**src/hw/rtl/hcfr_pkg.sv**
```systemverilog
// ----------------------------------------------------------------------------
// hcfr_pkg: shared types and constants of the header/checksum frame receiver
// Field widths, register codes, reset values and the structs that pass
// between the front parser, the frame queue and the drain back end.
// ----------------------------------------------------------------------------
package hcfr_pkg;

    // Field widths fixed by the interface.
    localparam int unsigned BYTE_W    = 8;
    localparam int unsigned POS_W     = 6;
    localparam int unsigned CFG_IDX_W = 1;

    // Number of verified frames that may wait for the back end.
    localparam int unsigned QDEPTH = 2;

    // Reset values of the header registers.
    localparam logic [BYTE_W-1:0] HDR_FIRST_RST  = 8'd170;
    localparam logic [BYTE_W-1:0] HDR_SECOND_RST = 8'd85;

    // Configuration register indexes.
    typedef enum logic [CFG_IDX_W-1:0] {
        REG_HDR_FIRST  = 1'b0,
        REG_HDR_SECOND = 1'b1
    } cfg_reg_t;

    // What the front end does with one received byte.
    typedef enum logic [1:0] {
        CLS_ADVANCE,
        CLS_COMPLETE,
        CLS_RESTART
    } byte_class_t;

    // Drain sequencer states.
    typedef enum logic {
        DRN_IDLE,
        DRN_READ
    } drain_state_t;

    // Frame buffer write request from the front end.
    typedef struct packed {
        logic              en;
        logic              bank;
        logic [POS_W-1:0]  pos;
        logic [BYTE_W-1:0] data;
    } buf_wr_t;

    // Frame queue status seen by both sides.
    typedef struct packed {
        logic full;
        logic empty;
        logic head;
    } queue_stat_t;

endpackage

```
**src/hw/rtl/header_checksum_frame_receiver_unit.sv**
```systemverilog
// ----------------------------------------------------------------------------
// header_checksum_frame_receiver_unit: header and checksum frame receiver
// The block takes one received byte per cycle. A frame is FRAME_LEN bytes:
// two header bytes that must match the header registers, data bytes, and a
// last byte equal to the 8-bit sum of all bytes before it. A verified frame
// is sent out as FRAME_LEN beats, one per cycle while the sink is ready. With
// the back end idle, the first beat is shown once the frame has passed the
// queue, the drain read state, the read register and the output register.
// Queued frames drain with the drain sequencer idle between them. The
// last beat is marked. A failing byte drops the partial frame silently. Two
// frame banks alternate, so input goes on while a frame drains. Input stalls
// only while two verified frames are held, the one draining and one waiting,
// and resumes the cycle after the last byte of the draining frame is read
// from its bank. Header registers may be written only while the block is
// idle.
// ----------------------------------------------------------------------------
module header_checksum_frame_receiver_unit #(
    parameter int unsigned FRAME_LEN = 16
) (
    input  logic                              clk,
    input  logic                              rst_n,
    input  logic                              in_valid,
    output logic                              in_ready,
    input  logic [hcfr_pkg::BYTE_W-1:0]       rx_byte,
    output logic                              out_valid,
    input  logic                              out_ready,
    output logic [hcfr_pkg::BYTE_W-1:0]       frame_byte,
    output logic [hcfr_pkg::POS_W-1:0]        byte_position,
    output logic                              frame_last,
    input  logic                              cfg_we,
    input  logic [hcfr_pkg::CFG_IDX_W-1:0]    cfg_index,
    input  logic [hcfr_pkg::BYTE_W-1:0]       cfg_data
);

    localparam int unsigned POS_W = hcfr_pkg::POS_W;
    localparam logic [POS_W-1:0] LAST_POS = POS_W'(FRAME_LEN - 1);

    hcfr_pkg::queue_stat_t q_stat;
    hcfr_pkg::buf_wr_t     buf_wr;
    logic                  q_push;
    logic                  q_pop;
    logic                  push_bank;

    // Parser front end.
    hcfr_front #(
        .FRAME_LEN (FRAME_LEN)
    ) u_front (
        .clk       (clk),
        .rst_n     (rst_n),
        .in_valid  (in_valid),
        .in_ready  (in_ready),
        .rx_byte   (rx_byte),
        .cfg_we    (cfg_we),
        .cfg_index (cfg_index),
        .cfg_data  (cfg_data),
        .q_stat    (q_stat),
        .q_push    (q_push),
        .push_bank (push_bank),
        .buf_wr    (buf_wr)
    );

    // Verified frame queue.
    hcfr_queue u_queue (
        .clk       (clk),
        .rst_n     (rst_n),
        .push      (q_push),
        .push_bank (push_bank),
        .pop       (q_pop),
        .stat      (q_stat)
    );

    // Frame buffer and drain back end.
    hcfr_back #(
        .FRAME_LEN (FRAME_LEN)
    ) u_back (
        .clk           (clk),
        .rst_n         (rst_n),
        .buf_wr        (buf_wr),
        .q_stat        (q_stat),
        .q_pop         (q_pop),
        .out_valid     (out_valid),
        .out_ready     (out_ready),
        .frame_byte    (frame_byte),
        .byte_position (byte_position),
        .frame_last    (frame_last)
    );

    // A verified frame is never pushed into a full queue.
    assert property (@(posedge clk) disable iff (!rst_n)
        q_push |-> !q_stat.full)
        else $error("frame pushed into full queue");

    // A bank is released only when one is queued.
    assert property (@(posedge clk) disable iff (!rst_n)
        q_pop |-> !q_stat.empty)
        else $error("frame queue popped while empty");

    // The last-beat mark sits exactly on the checksum position.
    assert property (@(posedge clk) disable iff (!rst_n)
        out_valid |-> (frame_last == (byte_position == LAST_POS)))
        else $error("frame_last does not match byte_position");

    // Once the checksum beat is taken, the next beat shown starts a frame.
    assert property (@(posedge clk) disable iff (!rst_n)
        (out_valid && out_ready && frame_last) ##1 out_valid
            |-> (byte_position == '0))
        else $error("frame drain did not restart at position zero");

endmodule

```
**src/hw/rtl/hcfr_front.sv**
```systemverilog
// ----------------------------------------------------------------------------
// hcfr_front: byte parser of the frame receiver
// Accepts received bytes, checks the two header bytes and the checksum,
// writes every byte into the active buffer bank and hands a verified bank
// to the frame queue.
// ----------------------------------------------------------------------------
module hcfr_front #(
    parameter int unsigned FRAME_LEN = 16
) (
    input  logic                                clk,
    input  logic                                rst_n,
    input  logic                                in_valid,
    output logic                                in_ready,
    input  logic [hcfr_pkg::BYTE_W-1:0]         rx_byte,
    input  logic                                cfg_we,
    input  logic [hcfr_pkg::CFG_IDX_W-1:0]      cfg_index,
    input  logic [hcfr_pkg::BYTE_W-1:0]         cfg_data,
    input  hcfr_pkg::queue_stat_t               q_stat,
    output logic                                q_push,
    output logic                                push_bank,
    output hcfr_pkg::buf_wr_t                   buf_wr
);

    localparam int unsigned POS_W = hcfr_pkg::POS_W;
    localparam logic [POS_W-1:0] LAST_POS = POS_W'(FRAME_LEN - 1);
    localparam logic [POS_W-1:0] POS_HDR0 = '0;
    localparam logic [POS_W-1:0] POS_HDR1 = POS_W'(1);

    logic [hcfr_pkg::BYTE_W-1:0] hdr_first_reg;
    logic [hcfr_pkg::BYTE_W-1:0] hdr_second_reg;
    logic [POS_W-1:0]            pos_reg;
    logic [POS_W-1:0]            pos_next;
    logic [hcfr_pkg::BYTE_W-1:0] sum_reg;
    logic [hcfr_pkg::BYTE_W-1:0] sum_next;
    logic                        bank_reg;
    logic                        bank_next;
    logic                        accept;
    hcfr_pkg::byte_class_t       byte_cls;

    // Both buffer banks are taken while the queue is full.
    assign in_ready = !q_stat.full;
    assign accept   = in_valid && in_ready;

    // Configuration writes.
    always_ff @(posedge clk or negedge rst_n)
    begin
        if (!rst_n)
        begin
            hdr_first_reg  <= hcfr_pkg::HDR_FIRST_RST;
            hdr_second_reg <= hcfr_pkg::HDR_SECOND_RST;
        end
        else if (cfg_we)
        begin
            unique case (hcfr_pkg::cfg_reg_t'(cfg_index))
                hcfr_pkg::REG_HDR_FIRST:  hdr_first_reg  <= cfg_data;
                hcfr_pkg::REG_HDR_SECOND: hdr_second_reg <= cfg_data;
                default: ;
            endcase
        end
    end

    // Classify the incoming byte against its frame position.
    always_comb
    begin
        byte_cls = hcfr_pkg::CLS_RESTART;
        if (pos_reg == LAST_POS)
        begin
            if (rx_byte == sum_reg)
            begin
                byte_cls = hcfr_pkg::CLS_COMPLETE;
            end
        end
        else if (pos_reg == POS_HDR0)
        begin
            if (rx_byte == hdr_first_reg)
            begin
                byte_cls = hcfr_pkg::CLS_ADVANCE;
            end
        end
        else if (pos_reg == POS_HDR1)
        begin
            if (rx_byte == hdr_second_reg)
            begin
                byte_cls = hcfr_pkg::CLS_ADVANCE;
            end
        end
        else
        begin
            byte_cls = hcfr_pkg::CLS_ADVANCE;
        end
    end

    // Position, running sum and bank update.
    always_comb
    begin
        pos_next  = pos_reg;
        sum_next  = sum_reg;
        bank_next = bank_reg;
        if (accept)
        begin
            unique case (byte_cls)
                hcfr_pkg::CLS_ADVANCE:
                begin
                    pos_next = pos_reg + POS_W'(1);
                    sum_next = sum_reg + rx_byte;
                end
                hcfr_pkg::CLS_COMPLETE:
                begin
                    pos_next  = '0;
                    sum_next  = '0;
                    bank_next = !bank_reg;
                end
                default:
                begin
                    pos_next = '0;
                    sum_next = '0;
                end
            endcase
        end
    end

    always_ff @(posedge clk or negedge rst_n)
    begin
        if (!rst_n)
        begin
            pos_reg  <= '0;
            sum_reg  <= '0;
            bank_reg <= 1'b0;
        end
        else
        begin
            pos_reg  <= pos_next;
            sum_reg  <= sum_next;
            bank_reg <= bank_next;
        end
    end

    // Every accepted byte lands in the active bank.
    always_comb
    begin
        buf_wr.en   = accept;
        buf_wr.bank = bank_reg;
        buf_wr.pos  = pos_reg;
        buf_wr.data = rx_byte;
    end

    assign q_push    = accept && (byte_cls == hcfr_pkg::CLS_COMPLETE);
    assign push_bank = bank_reg;

endmodule

```
**src/hw/rtl/hcfr_queue.sv**
```systemverilog
// ----------------------------------------------------------------------------
// hcfr_queue: queue of verified frame banks
// Holds the bank numbers of frames that passed the checksum, in arrival
// order, until the back end has drained them.
// ----------------------------------------------------------------------------
module hcfr_queue (
    input  logic                  clk,
    input  logic                  rst_n,
    input  logic                  push,
    input  logic                  push_bank,
    input  logic                  pop,
    output hcfr_pkg::queue_stat_t stat
);

    localparam int unsigned PTR_W = $clog2(hcfr_pkg::QDEPTH);

    logic             entry_reg [hcfr_pkg::QDEPTH];
    logic [PTR_W-1:0] wr_ptr_reg;
    logic [PTR_W-1:0] rd_ptr_reg;
    logic [PTR_W:0]   cnt_reg;
    logic [PTR_W:0]   cnt_next;

    // Entry storage.
    always_ff @(posedge clk)
    begin
        if (push)
        begin
            entry_reg[wr_ptr_reg] <= push_bank;
        end
    end

    // Occupancy bookkeeping.
    always_comb
    begin
        cnt_next = cnt_reg;
        if (push && !pop)
        begin
            cnt_next = cnt_reg + (PTR_W + 1)'(1);
        end
        else if (pop && !push)
        begin
            cnt_next = cnt_reg - (PTR_W + 1)'(1);
        end
    end

    always_ff @(posedge clk or negedge rst_n)
    begin
        if (!rst_n)
        begin
            wr_ptr_reg <= '0;
            rd_ptr_reg <= '0;
            cnt_reg    <= '0;
        end
        else
        begin
            if (push)
            begin
                wr_ptr_reg <= wr_ptr_reg + PTR_W'(1);
            end
            if (pop)
            begin
                rd_ptr_reg <= rd_ptr_reg + PTR_W'(1);
            end
            cnt_reg <= cnt_next;
        end
    end

    always_comb
    begin
        stat.full  = (cnt_reg == (PTR_W + 1)'(hcfr_pkg::QDEPTH));
        stat.empty = (cnt_reg == '0);
        stat.head  = entry_reg[rd_ptr_reg];
    end

endmodule

```
**src/hw/rtl/hcfr_back.sv**
```systemverilog
// ----------------------------------------------------------------------------
// hcfr_back: frame buffer and drain sequencer
// Holds two frame banks, reads the bank at the head of the queue out in
// position order and presents each byte through an output register.
// ----------------------------------------------------------------------------
module hcfr_back #(
    parameter int unsigned FRAME_LEN = 16
) (
    input  logic                          clk,
    input  logic                          rst_n,
    input  hcfr_pkg::buf_wr_t             buf_wr,
    input  hcfr_pkg::queue_stat_t         q_stat,
    output logic                          q_pop,
    output logic                          out_valid,
    input  logic                          out_ready,
    output logic [hcfr_pkg::BYTE_W-1:0]   frame_byte,
    output logic [hcfr_pkg::POS_W-1:0]    byte_position,
    output logic                          frame_last
);

    localparam int unsigned POS_W     = hcfr_pkg::POS_W;
    localparam int unsigned IDX_W     = $clog2(FRAME_LEN);
    localparam int unsigned MEM_DEPTH = 2 * (2 ** IDX_W);
    localparam logic [POS_W-1:0] LAST_POS = POS_W'(FRAME_LEN - 1);

    logic [hcfr_pkg::BYTE_W-1:0] mem [MEM_DEPTH];

    hcfr_pkg::drain_state_t      state_reg;
    hcfr_pkg::drain_state_t      state_next;
    logic [POS_W-1:0]            cnt_reg;
    logic [POS_W-1:0]            cnt_next;
    logic                        advance;
    logic                        rd_en;
    logic                        rd_valid_reg;
    logic [hcfr_pkg::BYTE_W-1:0] rd_data_reg;
    logic [POS_W-1:0]            rd_pos_reg;
    logic                        rd_last_reg;
    logic                        out_valid_reg;
    logic [hcfr_pkg::BYTE_W-1:0] out_byte_reg;
    logic [POS_W-1:0]            out_pos_reg;
    logic                        out_last_reg;

    // The read stage moves on whenever the output register is free or taken.
    assign advance = !out_valid_reg || out_ready;

    // Frame buffer write port.
    always_ff @(posedge clk)
    begin
        if (buf_wr.en)
        begin
            mem[{buf_wr.bank, buf_wr.pos[IDX_W-1:0]}] <= buf_wr.data;
        end
    end

    // Frame buffer read port with registered data.
    always_ff @(posedge clk)
    begin
        if (rd_en)
        begin
            rd_data_reg <= mem[{q_stat.head, cnt_reg[IDX_W-1:0]}];
            rd_pos_reg  <= cnt_reg;
            rd_last_reg <= (cnt_reg == LAST_POS);
        end
    end

    // Drain sequencer: next state.
    always_comb
    begin
        state_next = state_reg;
        unique case (state_reg)
            hcfr_pkg::DRN_IDLE:
            begin
                if (!q_stat.empty)
                begin
                    state_next = hcfr_pkg::DRN_READ;
                end
            end
            hcfr_pkg::DRN_READ:
            begin
                if (advance && (cnt_reg == LAST_POS))
                begin
                    state_next = hcfr_pkg::DRN_IDLE;
                end
            end
            default: state_next = hcfr_pkg::DRN_IDLE;
        endcase
    end

    // Drain sequencer: outputs. The queue entry is released only after the
    // last byte of its bank has been read, so the front cannot reuse it early.
    always_comb
    begin
        rd_en    = 1'b0;
        cnt_next = cnt_reg;
        unique case (state_reg)
            hcfr_pkg::DRN_IDLE:
            begin
                cnt_next = '0;
            end
            hcfr_pkg::DRN_READ:
            begin
                rd_en = advance;
                if (advance)
                begin
                    cnt_next = cnt_reg + POS_W'(1);
                end
            end
            default: cnt_next = '0;
        endcase
    end

    assign q_pop = rd_en && (cnt_reg == LAST_POS);

    always_ff @(posedge clk or negedge rst_n)
    begin
        if (!rst_n)
        begin
            state_reg <= hcfr_pkg::DRN_IDLE;
            cnt_reg   <= '0;
        end
        else
        begin
            state_reg <= state_next;
            cnt_reg   <= cnt_next;
        end
    end

    // Valid flags of the read stage and the output register.
    always_ff @(posedge clk or negedge rst_n)
    begin
        if (!rst_n)
        begin
            rd_valid_reg  <= 1'b0;
            out_valid_reg <= 1'b0;
        end
        else if (advance)
        begin
            rd_valid_reg  <= rd_en;
            out_valid_reg <= rd_valid_reg;
        end
    end

    // Output payload register.
    always_ff @(posedge clk)
    begin
        if (advance && rd_valid_reg)
        begin
            out_byte_reg <= rd_data_reg;
            out_pos_reg  <= rd_pos_reg;
            out_last_reg <= rd_last_reg;
        end
    end

    assign out_valid     = out_valid_reg;
    assign frame_byte    = out_byte_reg;
    assign byte_position = out_pos_reg;
    assign frame_last    = out_last_reg;

endmodule
```
**config.mk**
```make
export PLATFORM = sky130hd
export DESIGN_NAME = header_checksum_frame_receiver_unit
export DESIGN_NICKNAME = d
export VERILOG_FILES = /design/src/hw/rtl/hcfr_pkg.sv /design/src/hw/rtl/header_checksum_frame_receiver_unit.sv /design/src/hw/rtl/hcfr_front.sv /design/src/hw/rtl/hcfr_queue.sv /design/src/hw/rtl/hcfr_back.sv
export SDC_FILE = /design/constraint.sdc
export NUM_CORES = 1
export LEC_CHECK = 0
export BUFFER_PORTS_ARGS = -buffer_cell sky130_fd_sc_hd__buf_2
export CAP_MARGIN = 20
export CORE_MARGIN = 10
export CORE_UTILIZATION = 62
export CTS_CLUSTER_SIZE = 25
export DETAILED_ROUTE_END_ITERATION = 12
export PLACE_DENSITY_LB_ADDON = 0.1
export REMOVE_ABC_BUFFERS = 1
export SLEW_MARGIN = 20
export SYNTH_ARGS = -nofsm -noshare
export SYNTH_HDL_FRONTEND = slang
export SYNTH_SLANG_ARGS = --single-unit
```
**constraint.sdc**
```tcl
create_clock -name clk -period 3.25 [get_ports clk]
set_input_delay 0 -clock clk [delete_from_list [all_inputs] [get_ports clk]]
set_output_delay 0 -clock clk [all_outputs]
set_load 0.005 [all_outputs]
```
==> results of run 1 <==
[worst paths after layout]
kind	cells after the start	startpoint	endpoint	slack (ns)
worst min-delay path	1	rx_byte[3]	u_back.mem[11][3]$_DFFE_PP_	0.005
max in group asynchronous	2	rst_n	u_back.cnt_reg[0]$_DFFE_PN0P_	2.34
worst min register to register	0	u_back.rd_pos_reg[2]$_DFFE_PP_	u_back.byte_position[2]$_DFFE_PP_	0.42
worst max register to register	4	u_queue.cnt_reg[0]$_DFFE_PN0P_	u_back.mem[27][5]$_DFFE_PP_	0.62
min in group asynchronous	2	rst_n	u_front.sum_reg[2]$_DFFE_PN0P_	0.20
worst max-delay path	4	u_queue.cnt_reg[0]$_DFFE_PN0P_	u_back.mem[27][5]$_DFFE_PP_	0.62
[routing by layer]
metal | GRT usage | up-vias | wire (um)
met4 | 0.0501 | 0 | 573
met1 | 0.279 | 3450 | 11300
met3 | 0.0490 | 57 | 2410
met2 | 0.323 | 326 | 13800
met5 | 0 | - | 0
li1 | - | 2846 | -
[per-stage QoR]
step	setup WS, ns	setup TNS [ns]	hold slack (ns)
global placement	0.627	0	0.200
CTS	0.590	0	0.00651
finish	0.617	0	0.00476
global route	0.467	0	0.00997
detailed placement	0.612	0	0.209
floorplan	-1.02	-11.83	-0.296
[cell families (layout without fill, tap and decap cells)]
family | count (synthesis) | after routing | share of synthesized area
flops | 332 | 332 | 0.737
buf+inv | 32 | 154 | 0.0116
mux | 108 | 108 | 0.160
fa+ha+maj | 14 | 14 | 0.0138
simple gates | 109 | 109 | 0.0400
compound gates | 30 | 30 | 0.0151
xor+xnor | 34 | 34 | 0.0225
[worst max-delay path: cells and delay by family (launching register included)]
| family | cells | cell delay [ns] |
|---|---|---|
| AND/OR/NAND/NOR | 4 | 1.83 |
| flip-flops | 1 | 0.42 |
[cell usage after synthesis, types with 6 or more instances]
| library cell | number | share of area |
|---|---|---|
| o31ai_1 | 6 | 0.0034 |
| dfrtp_1 | 36 | 0.068 |
| ha_1 | 13 | 0.012 |
| nor2_1 | 42 | 0.012 |
| clkbuf_1 | 17 | 0.0048 |
| a21oi_1 | 6 | 0.0023 |
| edfxtp_1 | 288 | 0.65 |
| xnor2_1 | 23 | 0.015 |
| and2_1 | 10 | 0.0047 |
| dfstp_2 | 8 | 0.016 |
| mux4_2 | 80 | 0.14 |
| mux2_2 | 26 | 0.022 |
| xor2_1 | 11 | 0.0073 |
| nand2_1 | 22 | 0.0062 |
| nand4_1 | 8 | 0.0038 |
[power groups by stage]
stage	Combinational (mW)	Sequential [mW]	Clock (mW)
2_1_floorplan	2.04	5.77	0
3_3_place_gp	3.28	5.59	0
3_5_place_dp	3.36	5.62	0
4_1_cts	3.40	5.54	3.60
5_1_grt	3.61	5.59	3.78
6_report	3.38	5.54	3.56
[final cells by class]
| class | instances | area, um2 |
|---|---|---|
| timing repair buffer | 92 | 678 |
| sequential | 332 | 9760 |
| inverter | 4 | 15.0 |
| clock buffer | 45 | 956 |
| clock inverter | 13 | 62.6 |
| multi-input combinational | 295 | 3320 |
| fill | 1197 | 5880 |
| tap | 275 | 344 |
[what timing repair did]
item,in CTS,in global routing
setup buffers,0,0
hold buffers,13,0
endpoints found under the hold margin,99,0
==> flow_summary.ini, run 1 <==
[sta]
worst_pin_slew_ns = 1.04
setup_violations = 0
post-route-period-util = 0.810
rsz0062_at_grt = false
hold_viol_final = 0
fmax_ghz = 0.380
min_period_ns = 2.63
relSlewSlack = 0.310
finClkSkew_ns = 0.0107
slew_violations = 0

[clock_tree]
worstSkewPairLatency_ns = 0.51
cts_tree = yes
cts-resized-gates = 0
cts-root-buf = clkbuf_16
clock_path_buffers = 3
cts_made_buffers = 34
clk_pin_slew_ns = 0.06
numClockSinks = 332
h-tree-depth = 2

[final_layout]
postLayoutCoreUtil = 0.720
layout_commonest_cell = edfxtp_1
syn_to_final_growth_pct = 14.4
final_cells = 1056
largest_register_ff_count = 256
mostFrequentLayoutCells = edfxtp_1 (288), mux4_2 (80), nor2_1 (42), buf_2 (38)
fin_nets = 795
antennaDiodeCount = 0
final_cell_area_um2 = 15100
drive_above_1_share = 0.312

[critical_path]
cpPeakStageDelay_ns = 0.79
startpoint_type = flip-flop
cp_data_required_time_ns = 3.38
crit_type = flip-flop to flip-flop
cp_max_fo = 12
end_kind = flip-flop
path_cells = nand2b_1, and2_1, nand2_1, nor2_1
arrival_ns = 2.76
critPathSlowestCell = nor2_1

[pwr]
p_sw_frac = 0.283
comb_power_share = 0.271
p_seq_frac = 0.444
cellPowerDensity_nw_per_um2 = 824
ir_drop_v = 0.000475
power_mw = 12.5
p_clk_frac = 0.285
p_switching_mw = 3.53
leakage_nw = 5.17
p_int_mw = 8.96

[floorplanning]
num_rows = 53
coreArea_um2 = 21000
die_w_um = 166
start_util = 0.630
fp.dieH_um = 166
pin_count = 39
die_area_um2 = 27600

[route]
first_pass_iters = 5
vias = 6679
ant_nets = 0
drt_wl_total_mm = 28.1
remaining_drc_errors = 0
vias_per_cell = 6.32
wire_per_inst_um = 26.6
drt_iter0_markers = 736

[grt]
grt_max_degree = 45
antenna_found_initial = 0
grt_pass1_vias = 7013
grt_pass1_wl_mm = 43.0
grt_use_total = 0.203
overflow = 0

[logic_synthesis]
ys_seq_elements = 332
synth_edf_count = 288
ys.flop_type = edfxtp_1
syn_area_um2 = 13200
synthDistinctLibCells = 43
synthCells = 659
ys_seq_area_frac = 0.737
yosysWarningCount = 0
async_flop_share = 0.133
syn_avg_cell_area_um2 = 20.1

[place]
gp_congestion = 0.839
dp.cells = 985
hpwl_mm = 17.8
port-buffer-count = 38
dpl-instance-area_um2 = 14000

[flow_run]
drv_cap = 0

[worst_hold_path]
hold_class = input pin to flip-flop

[outcome]
status = complete, no violations
Note: power is estimated with default switching activity, not from simulation.
==> inputs of run 2 (changes only) <==
==> constraint.sdc (replaced) <==
create_clock -name clk -period 2.61 [get_ports clk]
set_input_delay 0 -clock clk [delete_from_list [all_inputs] [get_ports clk]]
set_output_delay 0 -clock clk [all_outputs]
set_load 0.005 [all_outputs]
==> flow_summary.ini, run 2 (synthesis results as in run 1) <==
[final_layout]
final_cells = 1069
largest_register_ff_count = 256
layout_commonest_cell = edfxtp_1
antennaDiodeCount = 0
multi_input_area_um2 = 3330
fillCellCount = 1223
mostFrequentLayoutCells = edfxtp_1 (288), mux4_2 (80), buf_4 (52), nor2_1 (41), buf_2 (38)
drive_above_1_share = 0.324
register_area_um2 = 9760
syn_to_final_growth_pct = 15.5
fin_nets = 811

[floorplanning]
pin_count = 39
die_w_um = 166
fp.dieH_um = 166
num_rows = 53
coreArea_um2 = 21000
start_util = 0.630
die_area_um2 = 27600

[sta]
relSlewSlack = 0.328
finClkSkew_ns = 0.00924
min_period_ns = 2.40
worst_pin_slew_ns = 1.01
rsz0062_at_grt = false
hold_viol_final = 0
setup_violations = 0
final.setup.tns_ns = 0
fmax_ghz = 0.416
post-route-period-util = 0.921
slew_violations = 0

[clock_tree]
h-tree-depth = 2
cts-root-buf = clkbuf_16
clk_pin_slew_ns = 0.06
clock_path_buffers = 3
numClockSinks = 332
cts_tree = yes
worstSkewPairLatency_ns = 0.51
cts_made_buffers = 34

[critical_path]
reg2reg_depth = 4
r2r_setup_slack_ns = 0.21
critPathSlowestCell = mux4_2
startpoint_type = flip-flop
path_cells = buf_12, mux4_2, mux4_2, mux2_2
crit_top_cell = mux4_2
critical_path_buf_inv_count = 1
end_kind = flip-flop
cp_max_fo = 26
cp_data_required_time_ns = 2.86
cpPeakStageDelay_ns = 0.59
r2r_start = u_back.cnt_reg[0]$_DFFE_PN0P_
rr_endpoint = u_back.rd_data_reg[4]$_DFFE_PP_
crit_type = flip-flop to flip-flop
arrival_ns = 2.65
crit_family = multiplexers

[grt]
grt_pass1_vias = 7150
antenna_found_initial = 0
grt_max_degree = 45
grt_use_total = 0.209
overflow = 0
grt_pass1_wl_mm = 44.2

[route]
vias_per_cell = 6.31
drt_iter0_markers = 668
drt_wl_total_mm = 28.5
remaining_drc_errors = 0
vias = 6742
ant_nets = 0
wire_per_inst_um = 26.6
first_pass_iters = 5

[place]
port-buffer-count = 38
dp.cells = 1000
gp_congestion = 0.839
hpwl_mm = 18.0

[pwr]
ir_drop_v = 0.000639
cellPowerDensity_nw_per_um2 = 1020
power_mw = 15.6
leakage_nw = 5.25

[worst_hold_path]
min_from = cfg_index
whs_path_depth = 3
min_to = u_front.hdr_first_reg[2]$_DFFE_PN0P_
hold_class = input pin to flip-flop

[outcome]
status = complete, no violations

[flow_run]
drv_cap = 0
## run 2: repair_timing
| item | CTS | global route |
|---|---|---|
| hold buffers | 14 | 0 |
| hold endpoints to repair | 80 | 0 |
| resized for setup | 0 | 2 |
| buffers inserted | 0 | 0 |
| endpoints found under the setup margin | 0 | 4 |
## run 2: metrics by stage
| stage | utilization | hold slack (ns) | cell area (um2) | worst slack [ns] |
|---|---|---|---|---|
| 3_5_place_dp | 0.671 | 0.229 | 14100 | 0.174 |
| 2_1_floorplan | - | -0.296 | 13100 | -1.66 |
| 5_1_grt | 0.727 | 0.0273 | 15300 | 0.123 |
| 6_report | 0.727 | 0.0309 | 15300 | 0.207 |
| 3_3_place_gp | 0.671 | 0.212 | 14100 | 0.233 |
| 4_1_cts | 0.727 | 0.0150 | 15300 | 0.153 |
## run 2: how the worst max path moves through the flow
stage,startpoint,slack [ns],cells after the start,to
finish,u_back.cnt_reg[0]$_DFFE_PN0P_,0.21,4,u_back.rd_data_reg[4]$_DFFE_PP_
global route,u_front.pos_reg[0]$_DFFE_PN0P_,0.12,7,u_front.pos_reg[0]$_DFFE_PN0P_
CTS,u_front.pos_reg[0]$_DFFE_PN0P_,0.15,7,u_front.pos_reg[0]$_DFFE_PN0P_
detailed placement,u_front.pos_reg[0]$_DFFE_PN0P_,0.17,7,u_front.pos_reg[0]$_DFFE_PN0P_
global placement,u_back.cnt_reg[0]$_DFFE_PN0P_,0.23,4,u_back.rd_data_reg[2]$_DFFE_PP_
floorplan,u_back.cnt_reg[0]$_DFFE_PN0P_,-1.66,3,u_back.rd_data_reg[0]$_DFFE_PP_
## run 2: cell type report
type / instances / area share
multi-input cells: 295 / 0.218
clock buffers: 47 / 0.0616
clock inverters: 8 / 0.00589
inverters: 4 / 0.000982
flip-flops and latches: 332 / 0.639
repair buffers: 108 / 0.0524
well taps: 275 / 0.0225
## run 2: power breakdown
group / leakage (nW) / switching (mW) / internal, mW
clock network: 0.503 / 1.85 / 2.70
logic: 1.60 / 2.19 / 2.17
registers: 3.15 / 0.286 / 6.45
## run 2: tightest hold or removal path, stage by stage
cell	delay (ns)
buf_2	0.09
nor2b_1	0.15
mux2_2	0.26
## run 2: routing by layer
metal  GRT usage  routed length (um)  up-vias
li1            -                   -     2880
met1       0.281               11200     3507
met2       0.345               14500      316
met3      0.0419                2260       39
met4      0.0512                 490        0
met5           0                   0        -
